<file path="src/trc_pkg.sv">
// trc_pkg: shared types and constants of the timed relay override controller
// no dependencies; used by every module of the block
`default_nettype none

package trc_pkg;

  // command codes, codes above CMD_QUERY behave as a query
  localparam logic [2:0] CMD_TICK      = 3'd0;
  localparam logic [2:0] CMD_ON_FOR    = 3'd1;
  localparam logic [2:0] CMD_FORCE_ON  = 3'd2;
  localparam logic [2:0] CMD_FORCE_OFF = 3'd3;
  localparam logic [2:0] CMD_CLEAR     = 3'd4;
  localparam logic [2:0] CMD_QUERY     = 3'd5;

  // override modes
  localparam logic [1:0] MODE_NONE = 2'd0;
  localparam logic [1:0] MODE_ON   = 2'd1;
  localparam logic [1:0] MODE_OFF  = 2'd2;

  // configuration register indexes
  localparam logic [1:0] REG_RELAY_COUNT  = 2'd0;
  localparam logic [1:0] REG_ACTIVE_LEVEL = 2'd1;
  localparam logic [1:0] REG_TICK_RATE    = 2'd2;

  localparam int TIME_W  = 64;
  localparam int SECS_W  = 32;
  localparam int RATE_W  = 20;
  localparam int SPAN_W  = SECS_W + RATE_W;
  localparam int CFG_W   = 20;
  localparam int LVL_W   = 8;
  localparam int STEP_W  = 6;  // counts the 64 quotient bits

  localparam logic [3:0]        RESET_RELAY_COUNT = 4'd8;
  localparam logic [RATE_W-1:0] RESET_TICK_RATE   = 20'd1000000;

  typedef enum logic [1:0] {
    ALU_ADD,
    ALU_SUB
  } alu_op_t;

  typedef struct packed {
    alu_op_t           op;
    logic [TIME_W-1:0] a;
    logic [TIME_W-1:0] b;
  } alu_req_t;

  typedef struct packed {
    logic [TIME_W-1:0] res;
    logic              carry;  // carry out for add, borrow for sub
  } alu_rsp_t;

  typedef struct packed {
    logic              timer_we;
    logic              running;
    logic [TIME_W-1:0] deadline;
    logic              mode_we;
    logic [1:0]        mode;
  } bank_wr_t;

  typedef enum logic [3:0] {
    S_IDLE,
    S_DECODE,
    S_TICK,
    S_WALK,
    S_MUL,
    S_ADD,
    S_CMP,
    S_LEFT,
    S_DIV,
    S_ROUND,
    S_DONE
  } state_t;

  typedef struct packed {
    logic [2:0]        command;
    logic [7:0]        relay_index;
    logic [SECS_W-1:0] on_seconds;
  } in_item_t;

  typedef struct packed {
    logic              error_code;
    logic              timer_running_out;
    logic [1:0]        override_out;
    logic              relay_output_on;
    logic [SECS_W-1:0] secs_remaining;
    logic [LVL_W-1:0]  drive_levels;
  } out_item_t;

endpackage

`default_nettype wire

</file>
<file path="src/trc_alu.sv">
// trc_alu: shared 64-bit add/subtract unit with carry or borrow out
// depends on trc_pkg
`default_nettype none

module trc_alu (
  input  wire trc_pkg::alu_req_t req,
  output trc_pkg::alu_rsp_t      rsp
);

  logic                      sub;
  logic [trc_pkg::TIME_W:0]  sum;

  assign sub = (req.op == trc_pkg::ALU_SUB);
  assign sum = {1'b0, req.a} + {1'b0, req.b ^ {trc_pkg::TIME_W{sub}}}
             + {{trc_pkg::TIME_W{1'b0}}, sub};

  assign rsp.res   = sum[trc_pkg::TIME_W-1:0];
  assign rsp.carry = sum[trc_pkg::TIME_W] ^ sub;

endmodule

`default_nettype wire

</file>
<file path="src/trc_relay_bank.sv">
// trc_relay_bank: per-relay timer flag, deadline and override mode, pin levels
// depends on trc_pkg
`default_nettype none

module trc_relay_bank #(
  parameter int MAX_RELAYS = 8,
  parameter int RIDX_W     = 3,
  parameter int CNT_W      = 4
) (
  input  wire logic                          clk,
  input  wire logic                          rst_n,
  input  wire logic [RIDX_W-1:0]             sel,
  input  wire trc_pkg::bank_wr_t             wr,
  input  wire logic [CNT_W-1:0]              used_n,
  input  wire logic                          on_level,
  output logic                               rd_running,
  output logic [1:0]                         rd_mode,
  output logic [trc_pkg::TIME_W-1:0]         rd_deadline,
  output logic                               rd_on,
  output logic [trc_pkg::LVL_W-1:0]          levels
);

  logic [MAX_RELAYS-1:0]     running_r;
  logic [1:0]                mode_r     [MAX_RELAYS];
  logic [trc_pkg::TIME_W-1:0] deadline_r [MAX_RELAYS];
  logic [MAX_RELAYS-1:0]     on_w;

  always_ff @(posedge clk) begin
    if (!rst_n) begin
      running_r <= '0;
      for (int i = 0; i < MAX_RELAYS; i++) begin
        mode_r[i] <= trc_pkg::MODE_NONE;
      end
    end else begin
      if (wr.timer_we) begin
        running_r[sel] <= wr.running;
      end
      if (wr.mode_we) begin
        mode_r[sel] <= wr.mode;
      end
    end
  end

  // deadline is only looked at while its timer runs
  always_ff @(posedge clk) begin
    if (wr.timer_we) begin
      deadline_r[sel] <= wr.deadline;
    end
  end

  // driven state follows override, else the timer
  always_comb begin
    for (int i = 0; i < MAX_RELAYS; i++) begin
      on_w[i] = (mode_r[i] == trc_pkg::MODE_ON) ||
                ((mode_r[i] == trc_pkg::MODE_NONE) && running_r[i]);
    end
  end

  assign rd_running  = running_r[sel];
  assign rd_mode     = mode_r[sel];
  assign rd_deadline = deadline_r[sel];
  assign rd_on       = on_w[sel];

  for (genvar g = 0; g < trc_pkg::LVL_W; g++) begin : g_lvl
    if (g < MAX_RELAYS) begin : g_used
      logic lit;
      assign lit       = (32'(g) < 32'(used_n)) && on_w[g];
      assign levels[g] = lit ? on_level : ~on_level;
    end else begin : g_none
      assign levels[g] = 1'b0;
    end
  end

endmodule

`default_nettype wire

</file>
<file path="src/timed_relay_override_controller.sv">
// timed_relay_override_controller: top level, sequencer around one shared adder
// depends on trc_pkg, trc_alu, trc_relay_bank
//
//   channel | ports                          | item
//   --------+--------------------------------+-------------------------------
//   input   | in_valid, in_ready, in_data    | command, relay index, seconds
//   result  | out_valid, out_ready, out_data | one result per input item
//   config  | cfg_we, cfg_index, cfg_wdata   | register write, no wait
//
// one item at a time; a tick walks the relays in use, one compare per relay
// a query or command on a running timer runs the 64-step restoring division
// on the shared adder; on_for first steps through multiply, add and compare
// a result waits in the output register while the next item is taken
// reset is synchronous and active low, no clearing pass
`default_nettype none

module timed_relay_override_controller #(
  parameter int MAX_RELAYS = 8
) (
  input  wire logic                 clk,
  input  wire logic                 rst_n,
  input  wire logic                 in_valid,
  output logic                      in_ready,
  input  wire trc_pkg::in_item_t    in_data,
  output logic                      out_valid,
  input  wire logic                 out_ready,
  output trc_pkg::out_item_t        out_data,
  input  wire logic                 cfg_we,
  input  wire logic [1:0]           cfg_index,
  input  wire logic [trc_pkg::CFG_W-1:0] cfg_wdata
);

  localparam int RIDX_W = (MAX_RELAYS > 1) ? $clog2(MAX_RELAYS) : 1;
  localparam int CNT_W  = $clog2(MAX_RELAYS + 1);
  localparam int TW     = trc_pkg::TIME_W;
  localparam int RW     = trc_pkg::RATE_W;
  localparam int SW     = trc_pkg::SPAN_W;

  // configuration registers
  logic [3:0]    count_cfg_r;
  logic          level_cfg_r;
  logic [RW-1:0] rate_cfg_r;

  // sequencer and datapath registers
  trc_pkg::state_t state_r, state_nxt;
  logic [2:0]                  cmd_r,    cmd_nxt;
  logic [7:0]                  idx_r,    idx_nxt;
  logic [trc_pkg::SECS_W-1:0]  secs_r,   secs_nxt;
  logic [TW-1:0]               time_r,   time_nxt;
  logic [trc_pkg::SPAN_W-1:0]  span_r,   span_nxt;
  logic [TW-1:0]               want_r,   want_nxt;
  logic [TW-1:0]               left_r,   left_nxt;   // dividend, then quotient
  logic [RW-1:0]               rem_r,    rem_nxt;
  logic [trc_pkg::STEP_W-1:0]  step_r,   step_nxt;
  logic [CNT_W-1:0]            walk_r,   walk_nxt;
  logic [trc_pkg::SECS_W-1:0]  remain_r, remain_nxt;
  logic                        err_r,    err_nxt;
  logic                        tick_r,   tick_nxt;
  logic                        out_valid_r, out_valid_nxt;
  trc_pkg::out_item_t          out_r,    out_nxt;

  // shared unit and relay bank hookup
  trc_pkg::alu_req_t alu_req;
  trc_pkg::alu_rsp_t alu_rsp;
  trc_pkg::bank_wr_t bank_wr;
  logic [RIDX_W-1:0] sel;
  logic              rd_running;
  logic [1:0]        rd_mode;
  logic [TW-1:0]     rd_deadline;
  logic              rd_on;
  logic [trc_pkg::LVL_W-1:0] levels;

  // derived values
  logic [CNT_W-1:0]  used_n;
  logic [RW-1:0]     rate_eff;
  logic [7:0]        idx_m1;
  logic [RIDX_W-1:0] rel_idx;
  logic              idx_ok;
  logic              is_tick;
  logic              walk_end;
  logic              out_free;
  logic              none_left;
  logic [RW:0]       div_shift;
  logic [trc_pkg::SECS_W:0] ceil_sum;

  // counts above the relay capacity clamp to it
  assign used_n   = (32'(count_cfg_r) > 32'(MAX_RELAYS)) ? CNT_W'(MAX_RELAYS)
                                                         : CNT_W'(count_cfg_r);
  assign rate_eff = (rate_cfg_r == '0) ? RW'(1) : rate_cfg_r;
  assign idx_m1   = idx_r - 8'd1;
  assign rel_idx  = idx_m1[RIDX_W-1:0];
  assign idx_ok   = (idx_r != 8'd0) && (32'(idx_r) <= 32'(used_n));
  assign is_tick  = (cmd_r == trc_pkg::CMD_TICK);
  assign walk_end = (walk_r == used_n);
  assign out_free = !out_valid_r || out_ready;
  // timer off, or deadline already at or before now
  assign none_left = !rd_running || alu_rsp.carry || (alu_rsp.res == '0);
  assign div_shift = {rem_r, left_r[TW-1]};
  assign ceil_sum  = {1'b0, left_r[trc_pkg::SECS_W-1:0]}
                   + {{trc_pkg::SECS_W{1'b0}}, (rem_r != '0)};

  trc_alu u_alu (
    .req (alu_req),
    .rsp (alu_rsp)
  );

  trc_relay_bank #(
    .MAX_RELAYS (MAX_RELAYS),
    .RIDX_W     (RIDX_W),
    .CNT_W      (CNT_W)
  ) u_bank (
    .clk          (clk),
    .rst_n        (rst_n),
    .sel          (sel),
    .wr           (bank_wr),
    .used_n       (used_n),
    .on_level     (level_cfg_r),
    .rd_running   (rd_running),
    .rd_mode      (rd_mode),
    .rd_deadline  (rd_deadline),
    .rd_on        (rd_on),
    .levels       (levels)
  );

  // next state
  always_comb begin
    state_nxt = state_r;
    case (state_r)
      trc_pkg::S_IDLE: begin
        if (in_valid) state_nxt = trc_pkg::S_DECODE;
      end
      trc_pkg::S_DECODE: begin
        if (is_tick) begin
          state_nxt = trc_pkg::S_TICK;
        end else if (!idx_ok) begin
          state_nxt = trc_pkg::S_DONE;
        end else if (cmd_r == trc_pkg::CMD_ON_FOR) begin
          state_nxt = trc_pkg::S_MUL;
        end else begin
          state_nxt = trc_pkg::S_LEFT;
        end
      end
      trc_pkg::S_TICK:  state_nxt = trc_pkg::S_WALK;
      trc_pkg::S_WALK: begin
        if (walk_end) state_nxt = trc_pkg::S_DONE;
      end
      trc_pkg::S_MUL:   state_nxt = trc_pkg::S_ADD;
      trc_pkg::S_ADD:   state_nxt = trc_pkg::S_CMP;
      trc_pkg::S_CMP:   state_nxt = trc_pkg::S_LEFT;
      trc_pkg::S_LEFT: begin
        state_nxt = none_left ? trc_pkg::S_DONE : trc_pkg::S_DIV;
      end
      trc_pkg::S_DIV: begin
        if (step_r == '1) state_nxt = trc_pkg::S_ROUND;
      end
      trc_pkg::S_ROUND: state_nxt = trc_pkg::S_DONE;
      trc_pkg::S_DONE: begin
        if (out_free) state_nxt = trc_pkg::S_IDLE;
      end
      default:          state_nxt = trc_pkg::S_IDLE;
    endcase
  end

  // sequencer outputs: shared unit operands, bank access, input ready
  always_comb begin
    in_ready    = 1'b0;
    alu_req.op  = trc_pkg::ALU_ADD;
    alu_req.a   = '0;
    alu_req.b   = '0;
    bank_wr     = '0;
    sel         = rel_idx;
    case (state_r)
      trc_pkg::S_IDLE: in_ready = 1'b1;
      trc_pkg::S_DECODE: begin
        if (!is_tick && idx_ok) begin
          case (cmd_r)
            trc_pkg::CMD_FORCE_ON: begin
              bank_wr.mode_we = 1'b1;
              bank_wr.mode    = trc_pkg::MODE_ON;
            end
            trc_pkg::CMD_FORCE_OFF: begin
              bank_wr.mode_we = 1'b1;
              bank_wr.mode    = trc_pkg::MODE_OFF;
            end
            trc_pkg::CMD_CLEAR: begin
              bank_wr.mode_we = 1'b1;
              bank_wr.mode    = trc_pkg::MODE_NONE;
            end
            default: bank_wr.mode_we = 1'b0;
          endcase
        end
      end
      trc_pkg::S_TICK: begin
        alu_req.a = time_r;
        alu_req.b = TW'(1);
      end
      trc_pkg::S_WALK: begin
        // no borrow from now - deadline: deadline reached
        sel        = walk_r[RIDX_W-1:0];
        alu_req.op = trc_pkg::ALU_SUB;
        alu_req.a  = time_r;
        alu_req.b  = rd_deadline;
        if (!walk_end && rd_running && !alu_rsp.carry) begin
          bank_wr.timer_we = 1'b1;
        end
      end
      trc_pkg::S_ADD: begin
        alu_req.a = time_r;
        alu_req.b = TW'(span_r);
      end
      trc_pkg::S_CMP: begin
        // keep the later deadline of a running timer; zero seconds stops the timer
        alu_req.op       = trc_pkg::ALU_SUB;
        alu_req.a        = want_r;
        alu_req.b        = rd_deadline;
        bank_wr.timer_we = 1'b1;
        bank_wr.running  = (secs_r != '0);
        if (secs_r != '0) begin
          bank_wr.deadline = (rd_running && alu_rsp.carry) ? rd_deadline : want_r;
        end
      end
      trc_pkg::S_LEFT: begin
        alu_req.op = trc_pkg::ALU_SUB;
        alu_req.a  = rd_deadline;
        alu_req.b  = time_r;
      end
      trc_pkg::S_DIV: begin
        alu_req.op = trc_pkg::ALU_SUB;
        alu_req.a  = TW'(div_shift);
        alu_req.b  = TW'(rate_eff);
      end
      default: in_ready = 1'b0;
    endcase
  end

  // datapath next values
  always_comb begin
    cmd_nxt       = cmd_r;
    idx_nxt       = idx_r;
    secs_nxt      = secs_r;
    time_nxt      = time_r;
    span_nxt      = span_r;
    want_nxt      = want_r;
    left_nxt      = left_r;
    rem_nxt       = rem_r;
    step_nxt      = step_r;
    walk_nxt      = walk_r;
    remain_nxt    = remain_r;
    err_nxt       = err_r;
    tick_nxt      = tick_r;
    out_valid_nxt = out_valid_r;
    out_nxt       = out_r;
    if (out_ready) out_valid_nxt = 1'b0;
    case (state_r)
      trc_pkg::S_IDLE: begin
        if (in_valid) begin
          cmd_nxt  = in_data.command;
          idx_nxt  = in_data.relay_index;
          secs_nxt = in_data.on_seconds;
        end
      end
      trc_pkg::S_DECODE: begin
        tick_nxt   = is_tick;
        err_nxt    = !is_tick && !idx_ok;
        remain_nxt = '0;
        walk_nxt   = '0;
      end
      // time saturates at its maximum
      trc_pkg::S_TICK: time_nxt = alu_rsp.carry ? '1 : alu_rsp.res;
      trc_pkg::S_WALK: begin
        if (!walk_end) walk_nxt = walk_r + CNT_W'(1);
      end
      trc_pkg::S_MUL:  span_nxt = SW'(secs_r) * SW'(rate_eff);
      trc_pkg::S_ADD:  want_nxt = alu_rsp.carry ? '1 : alu_rsp.res;
      trc_pkg::S_LEFT: begin
        left_nxt   = alu_rsp.res;
        rem_nxt    = '0;
        step_nxt   = '0;
        remain_nxt = '0;
      end
      trc_pkg::S_DIV: begin
        // restoring step, quotient bit shifts in behind the dividend
        if (!alu_rsp.carry) begin
          rem_nxt  = alu_rsp.res[RW-1:0];
          left_nxt = {left_r[TW-2:0], 1'b1};
        end else begin
          rem_nxt  = div_shift[RW-1:0];
          left_nxt = {left_r[TW-2:0], 1'b0};
        end
        step_nxt = step_r + trc_pkg::STEP_W'(1);
      end
      trc_pkg::S_ROUND: begin
        // round up, saturate to 32 bits
        if ((left_r[TW-1:trc_pkg::SECS_W] != '0) || ceil_sum[trc_pkg::SECS_W]) begin
          remain_nxt = '1;
        end else begin
          remain_nxt = ceil_sum[trc_pkg::SECS_W-1:0];
        end
      end
      trc_pkg::S_DONE: begin
        if (out_free) begin
          out_valid_nxt             = 1'b1;
          out_nxt.error_code        = err_r;
          out_nxt.drive_levels      = levels;
          if (tick_r || err_r) begin
            out_nxt.timer_running_out = 1'b0;
            out_nxt.override_out      = trc_pkg::MODE_NONE;
            out_nxt.relay_output_on   = 1'b0;
            out_nxt.secs_remaining    = '0;
          end else begin
            out_nxt.timer_running_out = rd_running;
            out_nxt.override_out      = rd_mode;
            out_nxt.relay_output_on   = rd_on;
            out_nxt.secs_remaining    = remain_r;
          end
        end
      end
      default: out_valid_nxt = out_valid_nxt;
    endcase
  end

  // control state and time
  always_ff @(posedge clk) begin
    if (!rst_n) begin
      state_r     <= trc_pkg::S_IDLE;
      out_valid_r <= 1'b0;
      time_r      <= '0;
    end else begin
      state_r     <= state_nxt;
      out_valid_r <= out_valid_nxt;
      time_r      <= time_nxt;
    end
  end

  // configuration writes, an unknown index is dropped
  always_ff @(posedge clk) begin
    if (!rst_n) begin
      count_cfg_r <= trc_pkg::RESET_RELAY_COUNT;
      level_cfg_r <= 1'b1;
      rate_cfg_r  <= trc_pkg::RESET_TICK_RATE;
    end else if (cfg_we) begin
      case (cfg_index)
        trc_pkg::REG_RELAY_COUNT:  count_cfg_r <= cfg_wdata[3:0];
        trc_pkg::REG_ACTIVE_LEVEL: level_cfg_r <= cfg_wdata[0];
        trc_pkg::REG_TICK_RATE:    rate_cfg_r  <= cfg_wdata[RW-1:0];
        default:                   count_cfg_r <= count_cfg_r;
      endcase
    end
  end

  // payload registers
  always_ff @(posedge clk) begin
    cmd_r    <= cmd_nxt;
    idx_r    <= idx_nxt;
    secs_r   <= secs_nxt;
    span_r   <= span_nxt;
    want_r   <= want_nxt;
    left_r   <= left_nxt;
    rem_r    <= rem_nxt;
    step_r   <= step_nxt;
    walk_r   <= walk_nxt;
    remain_r <= remain_nxt;
    err_r    <= err_nxt;
    tick_r   <= tick_nxt;
    out_r    <= out_nxt;
  end

  assign out_valid = out_valid_r;
  assign out_data  = out_r;

endmodule

`default_nettype wire

</file>
<file path="config.mk">
export PLATFORM = sky130hd
export DESIGN_NAME = timed_relay_override_controller
export DESIGN_NICKNAME = d
export VERILOG_FILES = /design/src/trc_pkg.sv /design/src/trc_alu.sv /design/src/trc_relay_bank.sv /design/src/timed_relay_override_controller.sv
export SDC_FILE = /design/constraint.sdc
export NUM_CORES = 2
export LEC_CHECK = 0
export ABC_CLOCK_PERIOD_IN_PS = 10530
export BUFFER_PORTS_ARGS = -buffer_cell sky130_fd_sc_hd__buf_4
export CAP_MARGIN = 20
export CORE_ASPECT_RATIO = 1.4
export CORE_MARGIN = 5
export CORE_UTILIZATION = 50
export CTS_CLUSTER_DIAMETER = 60
export DETAILED_ROUTE_END_ITERATION = 12
export PLACE_DENSITY = 0.68
export SYNTH_ARGS = -nofsm -noshare
export SYNTH_HDL_FRONTEND = slang
export SYNTH_SLANG_ARGS = --single-unit
</file>
<file path="constraint.sdc">
create_clock -name clk -period 10.53 [get_ports clk]
set_input_delay 2.106 -clock clk [delete_from_list [all_inputs] [get_ports clk]]
set_output_delay 2.106 -clock clk [all_outputs]
set_load 0.03 [all_outputs]
</file>
### Yosys cells after proc, flatten, opt, wreduce, memory -nomap -nowiden

Memories as Yosys holds them, arrays and structs flattened. A register that Yosys moved wholly into a read port is not among the register bits.
Index checks and enable logic that the tools add are counted.

| storage, ports and cells | value |
|---|---|
| register bits after elaboration | 432 |
| RAM bits | 528 |
| input bits | 70 |
| output and inout bits | 47 |
| word-level logic and storage cells | 214 |
| memories kept | 2 |

| cells by class | value |
|---|---|
| add/sub/neg operators | 6 |
| multipliers | 1 |
| $lt $le $gt $ge | 12 |
| equal/unequal tests | 32 |
| multiplexer cells | 61 |
| bitwise gates (word level) | 3 |
| reduce and logical (&&, ||, !) cells | 73 |

Memory list:

| memory | depth | width | read ports | clocked after Yosys merged registers in | wr ports | RTL line | text |
|---|---|---|---|---|---|---|---|
| u_bank.deadline_r | 8 | 64 | 1 | 0 | 1 | trc_relay_bank.sv:25 | `logic [trc_pkg::TIME_W-1:0] deadline_r [MAX_RELAYS];` |
| u_bank.mode_r | 8 | 2 | 9 | 1 | 8 | trc_relay_bank.sv:24 | `logic [1:0] mode_r [MAX_RELAYS];` |

Operators by type and width:

| cell | count |
|---|---|
| $pmux W128 S6 | 1 |
| $mux W64 | 3 |
| $pmux W64 S2 | 1 |
| $add A64 B64 Y65 | 1 |
| $add A65 B1 Y65 | 1 |
| $mux W65 | 1 |
| $logic_not A64 Y1 | 1 |
| $pmux W32 S2 | 1 |
| $reduce_bool A32 Y1 | 2 |
| $xor A64 B64 Y64 | 1 |
| $mul A32 B20 Y52 | 1 |
| $pmux W4 S11 | 1 |
| $mux W20 | 2 |
| $pmux W20 S2 | 1 |
| $add A32 B1 Y33 | 1 |
| $mux W32 | 1 |
| $mux W4 | 8 |
| $mux W1 | 26 |
| $logic_and A1 B1 Y1 | 23 |
| $logic_not A20 Y1 | 1 |
| $reduce_bool A20 Y1 | 1 |
| $eq A2 B1 Y1 const B | 9 |
| $logic_not A2 Y1 | 9 |
| $eq A4 B3 Y1 const B | 4 |
| 43 further kinds | 87 |

### Longest topological paths before layout

| depth | value |
|---|---|
| word-level depth | 14 |
| mapped depth | 31 |
| gate-level depth less buffers | 29 |

### Modules after synthesis

A second synthesis with hierarchy kept.

| unflattened totals | value |
|---|---|
| cell total of the unflattened synthesis | 6030 |
| area, all modules | 65295.1 um2 |

Modules (own cells, without submodules):

| module | times used | cells an instance | area an instance (um2) | seq. area each (um2) |
|---|---|---|---|---|
| timed_relay_override_controller | 1 | 4296 | 40293.6 | 11851.4 |
| trc_relay_bank | 1 | 1122 | 20786.2 | 16015.4 |
| trc_alu | 1 | 612 | 4215.3 | 0.0 |

### Worst setup path before layout

No wires, ideal clock.

| path | value |
|---|---|
| path kind | reg2reg |
| start point | reg state_r[1] |
| end point | mem u_bank.deadline_r[0][0] (netlist bit) (enable) |
| library setup time | 0.488 ns |
| arrival | 8.769 ns |
| data required time | 10.042 ns |
| setup slack | 1.273 ns |
| stages on the path, launching flop included | 22 |
| buffers on the path | 4 |
| period minus slack after synthesis | 9.257 ns |
| cell sequence | dfxtp_1 -> clkbuf_1 -> clkbuf_1 -> nand2b_1 -> nor2_1 -> clkbuf_1 -> nand2_1 -> nand2_1 -> ha_1 -> buf_2 -> nand4_1 -> nor3_1 -> o211ai_1 -> a31oi_1 -> a21oi_1 -> a2111oi_0 -> o31ai_1 -> a21oi_2 -> xnor2_1 -> nor3_1 -> nor2_1 -> nor2_1 |

| between the ends | value |
|---|---|
| word-level cells in the longest chain between the ends | 14 |
| elaborated cells between the ends (all ways) | 25 |
| those cells by class | 2 x add/sub; 7 x eq/ne; 9 x mux; 2 x bitwise; 4 x reduce/logical; 1 x memory |

RTL lines:

| element | RTL line | text |
|---|---|---|
| from (decl) | timed_relay_override_controller.sv:45 | `trc_pkg::state_t state_r, state_nxt;` |
| from (signal assigned) | timed_relay_override_controller.sv:325 | `state_r <= trc_pkg::S_IDLE;` |
| from (signal assigned) | timed_relay_override_controller.sv:329 | `state_r <= state_nxt;` |
| $eq A4 B2 Y1, or another cell as far along | timed_relay_override_controller.sv:172 | `case (state_r)` |
| $mux W3 / $reduce_or A4 Y1 (equally long branches) | n/a |  |
| $mem_v2 Z8 W64 / $mux W1 (equally long branches) | n/a |  |
| $pmux W128 S6 / $eq A1 B1 Y1 (equally long branches) | timed_relay_override_controller.sv:172, trc_alu.sv:13 |  |
| $xor A64 B64 Y64 | trc_alu.sv:14 | `assign sum = {1'b0, req.a} + {1'b0, req.b ^ {trc_pkg::TIME_W{sub}}}` |
| $add A64 B64 Y65 | trc_alu.sv:14 |  |
| $add A65 B1 Y65 | trc_alu.sv:15 | `+ {{trc_pkg::TIME_W{1'b0}}, sub};` |
| $xor A1 B1 Y1 | trc_alu.sv:18 | `assign rsp.carry = sum[trc_pkg::TIME_W] ^ sub;` |
| $logic_not A1 Y1 | n/a |  |
| $logic_and A1 B1 Y1 | timed_relay_override_controller.sv:203 | `if (!walk_end && rd_running && !alu_rsp.carry) begin` |
| $mux W1 | timed_relay_override_controller.sv:203 |  |
| $pmux W1 S2 | timed_relay_override_controller.sv:172 |  |
| $mux W1 | trc_relay_bank.sv:46 | `if (wr.timer_we) begin` |
| $mux W1 (not written as such) | trc_relay_bank.sv:47 | `deadline_r[sel] <= wr.deadline;` |
| to (decl) | trc_relay_bank.sv:25 |  |

Parallel ways exist; a longest one is shown, timed or not. The select of a mux whose other input is x is not followed.

==> impl_metrics.toml <==
[cts]
htreeDepth = 3
post_cts_buffers = 0
cts_tree = "done"
cts_made_buffers = 92
clockBufferDepth = 3
cts_resized = 0
path_clk_slew_ps = 70
hold_buffers = 0
clkLatencyLatePin_ps = 730
cts_sinks = 962
cts-root-buf = "clkbuf_16"

[grt]
grt_pass1_wl_um = 295000
grt_pass1_vias = 49000
overflow = 0
antenna_found_initial = 3
grt_max_degree = 82
track_usage_pct = 28.5

[worst_setup_path]
end_kind = "flop"
crit_fanout = 73
required_ps = 10960
cp.arrival_ps = 9750
critPathKind = "flop to flop"
ff2ff_setup_slack_ps = 1210
worstSetupStartpointType = "flop"

[sta]
setup_viol = 0
worst_slack_ps = 1210
whs_ps = 473
setup_tns_ps = 0
finalMaxSlewViolations = 0
hold_violations = 0
finalCritPeriodShare_pct = 88.5
fin_crit_ps = 9320
tightest_slew_ps = 1190
maxSlewHeadroom_pct = 20.7
rsz0062_at_grt = "false"
clock_skew_ps = 55.3
max_freq_mhz = 107

[synthesis]
synthesis.instances = 6294
synth_top_family_by_area = "adder cells"
synth_edf_count = 860
synth-seq-cells = 962
synth_nets = 7135
synthArstFlopShare_pct = 0
syn_area_per_cell_um2 = 10.2
synth_area_mm2 = 0.0642
synth_compound_area_share_pct = 11.2
synth_simple_gate_area_share_pct = 16.0
yosysSeqAreaShare_pct = 43.4
yosysTopAreaCell = "edfxtp_1"
yosys-mux-area-fraction_pct = 0.195
synth_top_area_share_pct = 40.2
ys.flop_type = "edfxtp_1"
synthTopCellsByArea = "edfxtp_1, fa_1, nand2_1"
synthXorXnorAreaFrac_pct = 1.99
synth_cell_types = 94
yosys_warnings = 0
synthAdderAreaFrac_pct = 21.3

[die]
io_pins = 117
die-height_um = 434
start_util_pct = 50.3
die_w_um = 313
rows = 155
fp.coreArea_mm2 = 0.128
die-area_mm2 = 0.136

[detailed_routing]
first_pass_iters = 6
routedWlPerCell_um = 24.6
viasPerCell = 6.07
drc_errors = 0
wirelength_um = 195000
final_antenna_net_count = 0
drt_iter0_markers = 4911
vias = 48300

[flow_run]
cap_violations = 0

[status]
status = "finished, final reports clean"

[place]
io_buffer_count = 116
gp_congestion = 1.03
dp_slack_ps = 1430
placedCellCount = 7782
place_hpwl_um = 139000

[final_layout]
syn_to_final_growth_pct = 8.73
layout-drive-gt1-share_pct = 7.01
nets = 7070
instances_no_fill = 7954

[worst_hold_path]
hp-class = "flop to flop"
[synth_stat cells, types with 8 or more instances]
cell type	number
nor4_1	32
dfxtp_1	102
o21bai_1	29
o31ai_1	12
a21o_1	69
a211oi_1	37
mux2i_1	8
clkbuf_1	336
edfxtp_1	860
inv_1	609
or3_1	15
nor3_1	47
ha_1	234
o32ai_1	8
buf_1	25
buf_2	16
nand2b_1	28
a222oi_1	20
a311oi_1	19
nor2_1	416
xor2_1	56
and3_1	25
nand3_1	186
nand2_1	1063
a31oi_1	24
a22oi_1	48
xnor2_1	88
a221oi_1	22
o21ai_0	246
o211ai_1	9
buf_4	9
o22ai_1	167
and2_1	332
nor2b_1	20
nand4_1	36
fa_1	537
a21oi_1	344
o21a_1	15
or2_2	16
and4_1	10
[stage by stage]
step           utilization (%)  instance area, um^2
2_1_floorplan                -                64200
3_3_place_gp              52.2                66700
3_5_place_dp              52.3                66700
4_1_cts                   54.7                69700
5_1_grt                   54.7                69800
6_report                  54.7                69800
[metal layers]
layer  vias up  routed length (um)  global-route usage [%]
met2      2396               95000                    48.3
met5         -                   0                       0
li1      21300                   -                       -
met3       519               16000                    4.64
met4         0               13000                    16.1
met1     24100               71400                    34.8
[flip-flops by register name, summed over array words and instances, names as in the netlist]
name	count
want_r	64
left_r	64
out_data	45
remain_r	32
tick_r	1
span_r	52
cmd_r	3
rate_cfg_r	20
step_r	6
idx_r	8
secs_r	32
time_r	64
u_bank.running_r	8
out_valid	1
u_bank.mode_r	16
level_cfg_r	1
err_r	1
walk_r	4
rem_r	20
u_bank.deadline_r	512
state_r	4
count_cfg_r	4
[kinds of logic (layout without fill, tap and decap cells)]
group	count (synthesis)	in the layout
simple gates	2262	2262
buf+inv	998	1006
xor+xnor	145	145
fa+ha+maj	771	771
compound gates	1145	1145
mux	11	11
flops	962	962
other cells	0	4
[worst max-delay path, stage by stage (launching register included)]
cell and delay, ps:
dfxtp_1 890, and4bb_1 520, nor2_1 140, a22o_2 470, nand2_1 770, o22ai_1 180
nor2_1 140, nand2_1 150, o21ai_0 180, nand2_1 80, ha_1 450, nand4_1 260
nor3_1 590, o211ai_1 250, a31oi_1 300, a21oi_1 170, buf_4 200, a2111oi_0 450
o31ai_1 190, a21oi_2 570, xnor2_2 320, nand2b_4 730, buf_4 480, a21oi_1 120
nor2_1 380
[area by class of cell]
| class | instances | area (um^2) |
|---|---|---|
| antenna | 4 | 10.0 |
| clock buffer | 114 | 2470 |
| clock inverter | 53 | 564 |
| fill | 11100 | 57800 |
| inverter | 612 | 2300 |
| multi-input combinational | 4334 | 32800 |
| sequential | 962 | 27900 |
| tap | 1648 | 2060 |
| timing repair buffer | 227 | 1760 |
[worst paths after layout]
path / from / to / depth (start not counted)
hold / removal: time_r[32]$_SDFFE_PN0P_ / time_r[32]$_SDFFE_PN0P_ / 2
hold reg to reg: time_r[32]$_SDFFE_PN0P_ / time_r[32]$_SDFFE_PN0P_ / 2
setup / recovery: state_r[1]$_SDFFE_PN0P_ / u_bank.deadline_r[4][10]$_DFFE_PP_ / 24
setup reg to reg: state_r[1]$_SDFFE_PN0P_ / u_bank.deadline_r[4][10]$_DFFE_PP_ / 24
[cells in the final DEF, fill, tap and decap left out, drive strengths merged, types with 29 or more instances in the layout]
cell type  synthesis  final
a22oi             48     48
clkbuf           336    114
and2             332    332
xnor2             88     88
dfxtp            102    102
nand4             36     36
nor2             416    416
a21o              69     69
buf               50    227
clkinv             1     38
o21ai            253    253
o21bai            29     29
o22ai            167    167
fa               537    537
a211oi            37     37
nand2           1063   1063
edfxtp           860    860
xor2              57     57
inv              611    615
nor3              47     47
nor4              33     33
ha               234    234
nand3            186    186
a21oi            346    346
Power is not shown: default switching activity piles up to over one toggle a cycle in this logic, so the estimate is an artifact.
